### config.mk
export PLATFORM = sky130hd
export DESIGN_NAME = afb_fifo
export DESIGN_NICKNAME = d
export VERILOG_FILES = /design/src/sv/afb_fifo.sv
export SDC_FILE = /design/constraint.sdc
export NUM_CORES = 1
export LEC_CHECK = 0
export BUFFER_PORTS_ARGS = -buffer_cell sky130_fd_sc_hd__clkbuf_2
export CELL_PAD_IN_SITES_DETAIL_PLACEMENT = 0
export CELL_PAD_IN_SITES_GLOBAL_PLACEMENT = 1
export CORE_MARGIN = 5
export CORE_UTILIZATION = 45
export DETAILED_ROUTE_END_ITERATION = 12
export GPL_TIMING_DRIVEN = 0
export HOLD_SLACK_MARGIN = 0.15
export PLACE_DENSITY_LB_ADDON = 0.25
export SETUP_SLACK_MARGIN = 0.1
export SLEW_MARGIN = 20
export SYNTH_ARGS = -nofsm -noshare
export SYNTH_HDL_FRONTEND = slang
export SYNTH_SLANG_ARGS = --single-unit
### constraint.sdc
create_clock -name clk -period 2.3 [get_ports clk]
set_input_delay 0.46 -clock clk [delete_from_list [all_inputs] [get_ports clk]]
set_output_delay 0.46 -clock clk [all_outputs]
set_load 0.03 [all_outputs]
### src/sv/afb_fifo.sv
// afb_fifo: small synchronous queue with occupancy count, head shown combinationally.
// Uses no package items; instantiated twice by the top level.

module afb_fifo #(
	parameter int WIDTH = 16,
	parameter int DEPTH = 8
) (
	input  logic                         clk,
	input  logic                         arst_n,
	input  logic                         wr_en,
	input  logic [WIDTH-1:0]             wr_data,
	input  logic                         rd_en,
	output logic [WIDTH-1:0]             rd_data,
	output logic [$clog2(DEPTH+1)-1:0]   count,
	output logic                         empty
);

	localparam int AW = $clog2(DEPTH);
	localparam int CW = $clog2(DEPTH + 1);

	logic [WIDTH-1:0] slot_q [DEPTH];
	logic [AW-1:0]    wr_ptr_q;
	logic [AW-1:0]    rd_ptr_q;
	logic [CW-1:0]    count_q;

	always_ff @(posedge clk or negedge arst_n) begin
		if (!arst_n) begin
			wr_ptr_q <= '0;
			rd_ptr_q <= '0;
			count_q  <= '0;
		end else begin
			if (wr_en) begin
				wr_ptr_q <= wr_ptr_q + AW'(1);
			end
			if (rd_en) begin
				rd_ptr_q <= rd_ptr_q + AW'(1);
			end
			count_q <= count_q + CW'(wr_en) - CW'(rd_en);
		end
	end

	always_ff @(posedge clk) begin
		if (wr_en) begin
			slot_q[wr_ptr_q] <= wr_data;
		end
	end

	assign rd_data = slot_q[rd_ptr_q];
	assign count   = count_q;
	assign empty   = (count_q == '0);

endmodule

==> flow_metrics.env <==
export IMPL_avgSynthCellArea_sq_um=22.9
export IMPL_seq_area_sq_um=4090
export IMPL_rsz0062_at_grt="true"
export IMPL_cell_internal_pwr_uw=6780
export IMPL_drt_vias_per_instance=5.32
export IMPL_clock_sinks=138
export IMPL_die_y_um=120
export IMPL_num_nets_final=342
export IMPL_cp_max_fo=10
export IMPL_worst_path_largest_cell_delay_ns=0.57
export IMPL_synth_seq_area_share_pct=75.0
export IMPL_finalSetupViolations=16
export IMPL_fp_coreArea_sq_um=12000
export IMPL_power_density_nw_per_um2=1440
export IMPL_ys_warn_count=0
export IMPL_core_rowCount=40
export IMPL_clk_path_buf_depth=2
export IMPL_placedCellCount=435
export IMPL_crit_reg2reg_launch="wr_ptr_q[0]$_DFFE_PN0P_"
export IMPL_first_pass_iters=4
export IMPL_synth_fp_nets=266
export IMPL_cts_htree_levels=4
export IMPL_seq_power_share_pct=33.9
export IMPL_worstSetupPathType="flip-flop to output port"
export IMPL_fmax_mhz=390
export IMPL_start_kind="flip-flop"
export IMPL_syn_inst=238
export IMPL_fin_crit_sh_pct=111
export IMPL_io_pins=41
export IMPL_routed_wl_mm=10.2
export IMPL_ant_nets=0
export IMPL_crit_slowest_cell="mux4_1"
export IMPL_synth_seq_cells=138
export IMPL_status="complete, but fails checks"
export IMPL_grt_pass1_vias=2713
export IMPL_whs_ns=0.313
export IMPL_p_sw_share_pct=31.1
export IMPL_grt_max_degree=17
export IMPL_synthDistinctLibCells=20
export IMPL_pre_cts_slack_ns=-0.109
export IMPL_grt_pass1_wl_mm=16.0
export IMPL_synth_area_sq_um=5460
export IMPL_cts_tree="yes"
export IMPL_clkTransAtPathRegs_ns=0.05
export IMPL_drcViolationCount=0
export IMPL_clkPwrFrac_pct=26.5
export IMPL_end_kind="output port"
export IMPL_violations="negative setup slack"
export IMPL_async_flop_share_pct=7.25
export IMPL_cts_root_buf="clkbuf_16"
export IMPL_die_area_sq_um=14400
export IMPL_fin_cells=474
export IMPL_maxCapViolations=0
export IMPL_start_util_pct=45.6
export IMPL_fill_cells=910
export IMPL_switchingPower_uw=3060
export IMPL_arrival_ns=2.10
export IMPL_relSlewSlack_pct=59.2
export IMPL_antenna_found_initial=0
export IMPL_wl_per_cell_um=21.5
export IMPL_finalHoldViolations=0
export IMPL_pwr_share_comb_pct=39.6
export IMPL_dp_hpwl_mm=6.59
export IMPL_clock_latency_ns=0.40
export IMPL_tns_ns=-3.71
export IMPL_hold_path_class="input port to flip-flop"
export IMPL_synth_ff_type="edfxtp_1"
export IMPL_multiInputGateArea_sq_um=1290
export IMPL_startpoint="rd_ptr_q[0]$_DFFE_PN0P_"
export IMPL_skew_ns=0.00608
export IMPL_min_period_ns=2.56
export IMPL_layout_setup_ws_ns=-0.264
export IMPL_via_count=2520
export IMPL_leakage_uw=0.00247
export IMPL_worst_pin_slew_ns=0.608
export IMPL_hold_start="rd_en"
export IMPL_drive_above_1_share_pct=42.8
export IMPL_io_buffers=40
export IMPL_area_growth_pct=25.3
export IMPL_numCtsBuffers=17
export IMPL_insertedDiodeCount=0
export IMPL_ir_drop_uv=564
export IMPL_cp_required_ns=1.84
export IMPL_maxSlewViolCount=0
export IMPL_utilization_pct=57.2
export IMPL_grt_use_total_pct=15.3
export IMPL_overflow=0
export IMPL_gp_congestion=0.691
export IMPL_synth_edf_count=128
export IMPL_drt_iter0_drc=196
export IMPL_die_w_um=120
export IMPL_path_cells="buf_6 -> buf_12 -> mux4_1 -> mux2_2 -> clkbuf_8"
[placed cells by master, fill, tap and decap left out, drive strengths merged]
cell type and n:
xnor2 3, ha 7, buf 31, clkinvlp 5, dlygate4sd3 1, a21oi 1
fa 1, inv 10, nor2 6, edfxtp 128, and3 1, nor3 2
xor2 3, bufinv 2, nand2b 3, clkinv 6, a21o 1, mux2 18
dfrtp 10, nand2 4, clkbuf 52, mux4 32
[registers in the layout (all words and copies together) (netlist names)]
name and cells:
slot_q 128, wr_ptr_q 3, count 4, rd_ptr_q 3
[metrics by stage]
stage	power, uW	cell area, sq um
global route	10300	6840
global placement	6320	5840
CTS	9820	6830
finish	9840	6840
floorplan	5520	5460
detailed placement	6480	5990
[repair_timing]
action,4_1_cts,5_1_grt
hold endpoints to repair,10,0
cloned,2,0
setup buffers,3,2
hold buffers,1,0
gates resized for setup,58,19
pin swaps,0,0
endpoints found under the setup margin,16,16
[power by group through the flow]
stage,clock [uW],sequential [uW],combinational (uW)
after floorplan,0,3420,2100
after global placement,0,3370,2950
after detailed placement,0,3380,3100
after CTS,2640,3340,3840
after global routing,2760,3380,4160
final,2610,3340,3900
[cell type report]
| type | count | area share [%] |
|---|---|---|
| buffer | 10 | 1.63 |
| timing repair buffer | 57 | 8.12 |
| inverter | 8 | 0.439 |
| clock buffer | 17 | 6.22 |
| sequential | 138 | 59.9 |
| clock inverter | 15 | 2.20 |
| tap | 147 | 2.69 |
| multi-input combinational | 82 | 18.8 |
[synthesized netlist by cell type (2+ instances only)]
library cell | n | area (sq um)
nor2_1 | 6 | 22.5
buf_2 | 4 | 20.0
xnor2_1 | 3 | 26.3
mux4_2 | 7 | 158
inv_1 | 8 | 30.0
nand2_1 | 4 | 15.0
mux2_2 | 18 | 203
nor3_1 | 2 | 10.0
nand2b_1 | 3 | 18.8
ha_1 | 7 | 87.6
buf_6 | 4 | 45.0
dfrtp_1 | 10 | 250
xor2_1 | 3 | 26.3
edfxtp_1 | 128 | 3840
mux4_1 | 25 | 657
clkbuf_1 | 2 | 7.51
[critical path, delay by kind of cell (launching register included)]
family / cells / cell delay (ns)
buffers and inverters: 3 / 0.48
flip-flops: 1 / 0.36
multiplexers: 2 / 0.85
[final timing paths]
path                                            to  slack [ns]  cells after the start
min                        rd_ptr_q[0]$_DFFE_PN0P_        0.31                      2
max in group asynchronous  rd_ptr_q[0]$_DFFE_PN0P_        1.61                      2
max reg2reg                 slot_q[4][3]$_DFFE_PP_        0.60                      3
min in group asynchronous  wr_ptr_q[0]$_DFFE_PN0P_        0.46                      2
min reg2reg                wr_ptr_q[1]$_DFFE_PN0P_        0.56                      1
max                                     rd_data[5]       -0.26                      5
[layer usage]
layer / routed length (um) / track usage [%] / up-vias / share of wire [%]
li1: - / - / 1140 / -
met1: 4620 / 20.6 / 1323 / 45
met2: 5190 / 24.6 / 51 / 51
met3: 303 / 3.53 / 6 / 3.0
met4: 97 / 5.58 / 0 / 0.95
met5: 0 / 0 / - / 0
[cell families (layout without fill, tap and decap cells)]
family / after synthesis / after routing / synth area share (%)
adders and majority gates: 8 / 8 / 1.97
muxes: 50 / 50 / 18.6
buffers and inverters: 18 / 107 / 1.88
xor gates and xnor gates: 6 / 6 / 0.963
DFF: 138 / 138 / 75.0
and+or+nand+nor: 16 / 16 / 1.33
AOI/OAI and AO/OA: 2 / 2 / 0.229
No activity file was read; power rests on OpenSTA's default activity.
