`src/sv/afb_pkg.sv`:
```
// afb_pkg: shared types and fixed constants for the activation forward/backward core.
// No dependencies; every file of the block but afb_fifo refers to it by scoped names.

package afb_pkg;

	localparam int DATA_W     = 16;   // Q4.12 data path
	localparam int IDX_IN_W   = 10;   // width of the element_index port
	localparam int FRAC_W     = 15;   // interpolation fraction of the scaled magnitude
	localparam int SIG_W      = 13;   // sigmoid value, 0 to 4096
	localparam int SQ_W       = 25;   // s*(4096-s), at most 2^22
	localparam int PROD_W     = 42;   // gradient times s*(4096-s)
	localparam int RND_SHIFT  = 24;

	localparam logic [SIG_W-1:0] ONE_Q12 = 13'd4096;

	// Front-to-back and result queue sizes (powers of two).
	localparam int MID_DEPTH  = 8;
	localparam int MID_CNT_W  = $clog2(MID_DEPTH + 1);
	localparam int OUT_DEPTH  = 16;
	localparam int OUT_CNT_W  = $clog2(OUT_DEPTH + 1);

	// Mode register codes.
	localparam logic MODE_SIGMOID = 1'b0;
	localparam logic MODE_RELU    = 1'b1;

	// Operation codes.
	localparam logic OP_FORWARD  = 1'b0;
	localparam logic OP_BACKWARD = 1'b1;

	// Item class decided by the front end.
	typedef enum logic [1:0] {
		CLS_SIG_FWD  = 2'd0,
		CLS_SIG_BWD  = 2'd1,
		CLS_RELU_FWD = 2'd2,
		CLS_RELU_BWD = 2'd3
	} cls_t;

	// One beat of the front-to-back queue.
	typedef struct packed {
		cls_t                     cls;
		logic signed [DATA_W-1:0] x;   // forward value or cached value
		logic signed [DATA_W-1:0] g;   // gradient
	} mid_item_t;

	localparam int MID_W = $bits(mid_item_t);

endpackage

```
`src/sv/afb_back.sv`:
```
// afb_back: six-stage pipeline for sigmoid interpolation, ReLU and gradient products.
// Depends on afb_pkg; pops the front-to-back queue and pushes the result queue.

module afb_back #(
	parameter int SIGMOID_TABLE_ENTRIES = 256
) (
	input  logic                               clk,
	input  logic                               arst_n,
	input  logic                               mid_empty,
	input  afb_pkg::mid_item_t                 mid_item,
	output logic                               mid_pop,
	input  logic [afb_pkg::OUT_CNT_W-1:0]      out_count,
	output logic                               out_push,
	output logic signed [afb_pkg::DATA_W-1:0]  out_result
);

	localparam int KW  = $clog2(SIGMOID_TABLE_ENTRIES);
	localparam int P_W = afb_pkg::FRAC_W + $clog2(SIGMOID_TABLE_ENTRIES + 1);
	localparam int DW  = afb_pkg::DATA_W;
	localparam int SW  = afb_pkg::SIG_W;

	// Shift-subtract quotient; only evaluated while the tables are built.
	function automatic logic [63:0] udiv64(input logic [63:0] num, input logic [63:0] den);
		logic [63:0] quo, rem;
		quo = '0;
		rem = '0;
		for (int b = 63; b >= 0; b--) begin
			rem = {rem[62:0], num[b]};
			if (rem >= den) begin
				rem    = rem - den;
				quo[b] = 1'b1;
			end
		end
		return quo;
	endfunction

	// Entry i = round(4096 / (1 + exp(-8*i/N))), fixed-point exp built by series and squaring.
	function automatic logic [15:0] sig_entry(input int unsigned i);
		logic [63:0] y, term, sum, s, a, e, c;
		logic        done;
		y    = udiv64(64'(i) << 28, 64'(SIGMOID_TABLE_ENTRIES));
		sum  = 64'd1 << 28;
		term = 64'd1 << 28;
		done = 1'b0;
		for (int k = 1; k <= 30; k++) begin
			if (!done) begin
				term = udiv64((term * y) >> 28, 64'(k));
				if (term == 64'd0) begin
					done = 1'b1;
				end else begin
					sum = sum + term;
				end
			end
		end
		s = (sum * sum + (64'd1 << 27)) >> 28;
		s = (s * s + (64'd1 << 27)) >> 28;
		a = (s + 64'd128) >> 8;
		e = (a * a + (64'd1 << 19)) >> 20;
		c = 64'd1 << 20;
		return 16'(udiv64(64'd4096 * e + ((e + c) >> 1), e + c));
	endfunction

	logic [15:0] lo_tab   [SIGMOID_TABLE_ENTRIES];
	logic [15:0] diff_tab [SIGMOID_TABLE_ENTRIES];

	// Constant tables: segment base and slope, a negative slope counts as zero.
	for (genvar gi = 0; gi < SIGMOID_TABLE_ENTRIES; gi++) begin : g_tab
		localparam logic [15:0] LO = sig_entry(gi);
		localparam logic [15:0] HI = sig_entry(gi + 1);
		assign lo_tab[gi]   = LO;
		assign diff_tab[gi] = (HI > LO) ? HI - LO : 16'd0;
	end

	// Valid chain and payload per stage.
	logic v_s1, v_s2, v_s3, v_s4, v_s5, v_s6;
	afb_pkg::cls_t cls_s1, cls_s2, cls_s3, cls_s4, cls_s5, cls_s6;
	logic signed [DW-1:0] x_s1;
	logic signed [DW-1:0] g_s1, g_s2, g_s3, g_s4, g_s5;
	logic signed [DW-1:0] rl_s2, rl_s3, rl_s4, rl_s5, rl_s6;
	logic        neg_s2, neg_s3;
	logic [15:0] lo_s2, lo_s3, diff_s2;
	logic [afb_pkg::FRAC_W-1:0] frac_s2;
	logic [31:0] dprod_s3;
	logic [SW-1:0] sig_s4, sig_s5, sig_s6;
	logic [afb_pkg::SQ_W-1:0] sq_s5;
	logic signed [afb_pkg::PROD_W-1:0] gprod_s6;

	logic [afb_pkg::OUT_CNT_W:0] credit_use;
	logic [afb_pkg::FRAC_W-1:0]  mag;
	logic [P_W-1:0]              scaled;
	logic [KW-1:0]               seg;
	logic signed [DW-1:0]        relu_val;
	logic [31:0]                 interp;
	logic [SW-1:0]               s_abs;
	logic [SW-1:0]               sig_val;
	logic [afb_pkg::PROD_W-1:0]  rnd_sum;
	logic signed [afb_pkg::PROD_W-1:0] rnd_shift;

	// Pop only when the result queue has room for everything in the pipeline.
	assign credit_use = {1'b0, out_count} + (afb_pkg::OUT_CNT_W+1)'(v_s1)
		+ (afb_pkg::OUT_CNT_W+1)'(v_s2) + (afb_pkg::OUT_CNT_W+1)'(v_s3)
		+ (afb_pkg::OUT_CNT_W+1)'(v_s4) + (afb_pkg::OUT_CNT_W+1)'(v_s5)
		+ (afb_pkg::OUT_CNT_W+1)'(v_s6);
	assign mid_pop = ~mid_empty
		& (credit_use < (afb_pkg::OUT_CNT_W+1)'(afb_pkg::OUT_DEPTH));

	always_ff @(posedge clk or negedge arst_n) begin
		if (!arst_n) begin
			v_s1 <= 1'b0;
			v_s2 <= 1'b0;
			v_s3 <= 1'b0;
			v_s4 <= 1'b0;
			v_s5 <= 1'b0;
			v_s6 <= 1'b0;
		end else begin
			v_s1 <= mid_pop;
			v_s2 <= v_s1;
			v_s3 <= v_s2;
			v_s4 <= v_s3;
			v_s5 <= v_s4;
			v_s6 <= v_s5;
		end
	end

	// Stage 1: magnitude, table segment and ReLU result.
	always_comb begin
		if (x_s1 == 16'sh8000) begin
			mag = '1;
		end else if (x_s1[DW-1]) begin
			mag = afb_pkg::FRAC_W'(-x_s1);
		end else begin
			mag = afb_pkg::FRAC_W'(x_s1);
		end
		scaled = P_W'(mag) * P_W'(SIGMOID_TABLE_ENTRIES);
		seg    = scaled[afb_pkg::FRAC_W +: KW];
		if (cls_s1 == afb_pkg::CLS_RELU_BWD) begin
			relu_val = (x_s1 > 16'sd0) ? g_s1 : 16'sd0;
		end else begin
			relu_val = (x_s1 > 16'sd0) ? x_s1 : 16'sd0;
		end
	end

	// Stage 3: interpolate and mirror negative inputs.
	always_comb begin
		interp  = (dprod_s3 + 32'd16384) >> 15;
		s_abs   = SW'(32'(lo_s3) + interp);
		sig_val = neg_s3 ? afb_pkg::ONE_Q12 - s_abs : s_abs;
	end

	always_ff @(posedge clk) begin
		if (mid_pop) begin
			cls_s1 <= mid_item.cls;
			x_s1   <= mid_item.x;
			g_s1   <= mid_item.g;
		end
		cls_s2   <= cls_s1;
		g_s2     <= g_s1;
		rl_s2    <= relu_val;
		neg_s2   <= x_s1[DW-1];
		lo_s2    <= lo_tab[seg];
		diff_s2  <= diff_tab[seg];
		frac_s2  <= scaled[afb_pkg::FRAC_W-1:0];

		cls_s3   <= cls_s2;
		g_s3     <= g_s2;
		rl_s3    <= rl_s2;
		neg_s3   <= neg_s2;
		lo_s3    <= lo_s2;
		dprod_s3 <= 32'(diff_s2) * 32'(frac_s2);

		cls_s4   <= cls_s3;
		g_s4     <= g_s3;
		rl_s4    <= rl_s3;
		sig_s4   <= sig_val;

		cls_s5   <= cls_s4;
		g_s5     <= g_s4;
		rl_s5    <= rl_s4;
		sig_s5   <= sig_s4;
		sq_s5    <= afb_pkg::SQ_W'(sig_s4) * afb_pkg::SQ_W'(afb_pkg::ONE_Q12 - sig_s4);

		cls_s6   <= cls_s5;
		rl_s6    <= rl_s5;
		sig_s6   <= sig_s5;
		gprod_s6 <= afb_pkg::PROD_W'(g_s5) * $signed({17'd0, sq_s5});
	end

	// Stage 6: round half up at bit 24, saturate, select by class.
	always_comb begin
		rnd_sum   = afb_pkg::PROD_W'(gprod_s6) + (afb_pkg::PROD_W'(1) << (afb_pkg::RND_SHIFT - 1));
		rnd_shift = $signed(rnd_sum) >>> afb_pkg::RND_SHIFT;
		case (cls_s6)
			afb_pkg::CLS_SIG_FWD: begin
				out_result = DW'(sig_s6);
			end
			afb_pkg::CLS_SIG_BWD: begin
				if (rnd_shift > afb_pkg::PROD_W'(32767)) begin
					out_result = 16'sh7fff;
				end else if (rnd_shift < -afb_pkg::PROD_W'(32768)) begin
					out_result = 16'sh8000;
				end else begin
					out_result = rnd_shift[DW-1:0];
				end
			end
			afb_pkg::CLS_RELU_FWD, afb_pkg::CLS_RELU_BWD: begin
				out_result = rl_s6;
			end
			default: begin
				out_result = rl_s6;
			end
		endcase
	end

	assign out_push = v_s6;

endmodule

```
`config.mk`:
```
export PLATFORM = sky130hd
export DESIGN_NAME = afb_back
export DESIGN_NICKNAME = d
export VERILOG_FILES = /design/src/sv/afb_pkg.sv /design/src/sv/afb_back.sv
export SDC_FILE = /design/constraint.sdc
export NUM_CORES = 2
export LEC_CHECK = 0
export BUFFER_PORTS_ARGS = -buffer_cell sky130_fd_sc_hd__buf_4
export CAP_MARGIN = 20
export CORE_ASPECT_RATIO = 0.5
export CORE_MARGIN = 5
export CORE_UTILIZATION = 60
export DETAILED_ROUTE_END_ITERATION = 7
export PLACE_DENSITY = 0.87
export SYNTH_ARGS = -nofsm -noshare
export SYNTH_HDL_FRONTEND = slang
export SYNTH_SLANG_ARGS = --single-unit
```
`constraint.sdc`:
```
create_clock -name clk -period 9.5 [get_ports clk]
set_clock_uncertainty 0.05 [all_clocks]
set_input_delay 0.475 -clock clk [delete_from_list [all_inputs] [get_ports clk]]
set_output_delay 0.475 -clock clk [all_outputs]
set_load 0.005 [all_outputs]
```
==> impl_summary.log <==
INFO  metric slew_violations = 0
INFO  metric grt_start_max_net_pins = 54
INFO  metric htreeDepth = 1
INFO  metric grt_setup_unrepaired = no
INFO  metric detail_route.vias_per_cell = 5.940
INFO  metric min_period_over_period = 0.8623
INFO  metric port_buffers = 59
INFO  metric count_of_buffers_added_by_post_cts_timing_repair_for_setup = 0
INFO  metric timing.final.setup_violations = 0
INFO  metric wl_per_cell = 20.45 um
INFO  metric placement_stage_cell_area = 33310 um^2
INFO  metric cts_buf_count = 31
INFO  metric yosys-top-cells-area = sky130_fd_sc_hd__fa_1 29%, sky130_fd_sc_hd__dfxtp_1 17%, sky130_fd_sc_hd__ha_1 12%
INFO  metric worst_slack = roughly 1.3 ns
INFO  metric timing.final.hold_violations = 0
INFO  metric dieWidth = roughly 340 um
INFO  metric synthArstFlopShare = 0.01863
INFO  metric number_of_routed_nets_with_antenna_violations = 0
INFO  metric overflow = 0
INFO  metric die_height = roughly 170 um
INFO  metric timing.hold.worst.class = input pin to register
INFO  metric timing.final.crit_period = slightly above 8 ns
INFO  metric first_global_vias = about 27k
INFO  metric critPathMaxFanout = 21
INFO  metric place_ws = 1.448 ns
INFO  metric cts_clk_pin_slew_worst_paths = roughly 0.08 ns
INFO  metric final_net_count = roughly 4.3k
INFO  metric grt_pass1_wl = 141400 um
INFO  metric timing.critical_path.slowest_stage_cell = sky130_fd_sc_hd__fa_1
INFO  metric grt_util_all_layers = 0.2994
INFO  metric tritoncts_num_sinks = 322
INFO  metric vias = 25.29k
INFO  metric ios = 60
INFO  metric yosys.area.top_type = sky130_fd_sc_hd__fa_1
INFO  metric gp_congestion = 0.9793
INFO  metric mappedNetlistNets = between 4k and 5k
INFO  metric slew-limit-headroom = 0.2317
INFO  metric diode_insertion_count_for_antenna_repair = 0
INFO  metric max_freq = 122.1 MHz
INFO  metric dominantRegCellSynth = sky130_fd_sc_hd__dfxtp_1
INFO  metric place.detailed.hpwl = 62600 um
INFO  metric worstSetupEndpointType = register
INFO  metric postRouteWirelength = 87040 um
INFO  metric worst_path_largest_cell_delay = approximately 0.55 ns
INFO  metric detail_route.iter0.violations = roughly 2.8k
INFO  metric cts-resized-gates = 0
INFO  metric criticalPathCategory = register to register
INFO  metric netlist_area_before_placement = 32270 um^2
INFO  metric critical_path_arrival = 8.65 ns
INFO  metric final_core_utilization = 0.6460
INFO  metric layout.cells.most_common_list = 647 x sky130_fd_sc_hd__inv_1, 470 x sky130_fd_sc_hd__fa_1, 412 x sky130_fd_sc_hd__nand2_1
INFO  metric final_area = 34530 um^2
INFO  metric cts_tree = done
INFO  metric post-synth-top-area-fraction = 0.2915
INFO  metric initial_utilization = 0.6038
INFO  metric die_ar = 58810 um^2
INFO  metric route.detailed.drc = 0
INFO  metric worst_path_most_repeated_cell = sky130_fd_sc_hd__fa_1
INFO  metric layout_commonest_cell = sky130_fd_sc_hd__inv_1
INFO  metric yosys_register_bits = 322
INFO  metric synth_seq_area_share = 0.2112
INFO  metric grt_antenna_before_repair = 0
INFO  metric layout.filler_cells = 3951
INFO  metric timing.setup.tns = 0 ns
INFO  metric yosys_warnings = 0
INFO  metric clkLatencyLatePin = 0.59 ns
INFO  metric synthToLayoutAreaGrowth = 6.978%
INFO  metric required = 9.96 ns
INFO  metric final_layout_size_suffix_gt1_frac = 0.05107
INFO  metric timing_worst_slew_pin_value = 1.152 ns
INFO  metric first_pass_iters = 7
INFO  metric timing.max_cap.violations = 0
INFO  metric yosys.cell_types.count = 79
INFO  metric clockBufferDepth = 3
INFO  metric outcome = complete, no violations
INFO  metric synth_enable_flop_cells = 34
INFO  metric ctsRootBufferMaster = sky130_fd_sc_hd__clkbuf_16
INFO  metric core_region_area = around 53000 um^2
INFO  metric synthCells = 3527
INFO  metric start_kind = register
INFO  metric ctsHoldBuffers = 17
INFO  metric syn_area_per_cell = 9.151 um^2
INFO  metric placement_rows = 60
## worst max-delay path: cells and delay by family (launching register included)
| family | cells | cell delay, ns |
|---|---|---|
| adders and majority gates | 9 | 4.11 |
| AOI/OAI and AO/OA | 8 | 1.53 |
| and+or+nand+nor | 5 | 1.36 |
| DFF | 1 | 0.50 |
| buffers and inverters | 4 | 0.42 |
| xor gates and xnor gates | 1 | 0.13 |
## routing by layer
layer / part of all wire / global-route usage / vias to the layer above
met5: 0 / 0 / -
met4: 0.056 / 0.1341 / 0
met3: 0.090 / 0.05638 / 368
met2: 0.48 / 0.5047 / 1424
met1: 0.38 / 0.3779 / 12390
li1: - / - / 11110
## sequential cells by signal (all words and copies together) (netlist names), 6 cells and up
register  count
g_s1         16
lo_s2        11
dprod_s3      9
rl_s3        16
g_s2         16
sig_s4       13
x_s1         16
rl_s4        16
sig_s5       12
diff_s2       6
rl_s2        16
g_s4         16
g_s3         16
g_s5         16
gprod_s6     19
sq_s5        25
frac_s2       7
rl_s6        16
lo_s3        11
sig_s6       13
rl_s5        16
## synth_stat cells, types with 32 or more instances
cell type,count
sky130_fd_sc_hd__and2_1,171
sky130_fd_sc_hd__nor2b_1,54
sky130_fd_sc_hd__nor3_1,39
sky130_fd_sc_hd__ha_1,305
sky130_fd_sc_hd__nor2_1,134
sky130_fd_sc_hd__xnor2_1,76
sky130_fd_sc_hd__a21oi_1,118
sky130_fd_sc_hd__fa_1,470
sky130_fd_sc_hd__inv_1,646
sky130_fd_sc_hd__nand2b_1,93
sky130_fd_sc_hd__dfxtp_1,282
sky130_fd_sc_hd__o21ai_0,119
sky130_fd_sc_hd__nand3_1,46
sky130_fd_sc_hd__nand2_1,412
sky130_fd_sc_hd__a21o_1,32
sky130_fd_sc_hd__clkbuf_1,134
sky130_fd_sc_hd__edfxtp_1,34
## kinds of logic after synthesis
group | share of synthesized area
mux | 0.001706
buf+inv | 0.09502
fa+ha+maj | 0.4098
compound gates | 0.09715
xor+xnor | 0.02818
flops | 0.2112
simple gates | 0.1570
## per-stage QoR
stage	hold WS, ns	instances
2_1_floorplan	0.1294	3527
3_3_place_gp	0.2331	4180
3_5_place_dp	0.2387	4180
4_1_cts	0.0002581	4253
5_1_grt	0.002273	4257
6_report	0.02301	4257
## cell type report
| type | instances | area [um^2] | area share |
|---|---|---|---|
| Clock buffer | 38 | 815.8 | 0.02363 |
| Timing Repair Buffer | 121 | 960.9 | 0.02783 |
| Clock inverter | 18 | 191.4 | 0.005544 |
| Sequential cell | 322 | 6817 | 0.1974 |
| Inverter | 647 | 2429 | 0.07034 |
| Multi-Input combinational cell | 2398 | 22420 | 0.6494 |
| Tap cell | 713 | 892.1 | 0.02584 |
## worst paths after layout
check / startpoint / to / slack [ns] / depth (start not counted)
setup / recovery: sig_s4[0] / sq_s5[24] / 1.31 / 27
hold reg to reg: rl_s5[3] / rl_s6[3] / 0.27 / 0
hold / removal: mid_item[20] / x_s1[4] / 0.02 / 1
min in group asynchronous: arst_n / out_push / 0.19 / 2
setup reg to reg: sig_s4[0] / sq_s5[24] / 1.31 / 27
max in group asynchronous: arst_n / v_s4 / 9.10 / 2
Power is left out: the tool's default activity adds up to more than one toggle a clock period on the data nets, which glitch-free logic cannot reach.
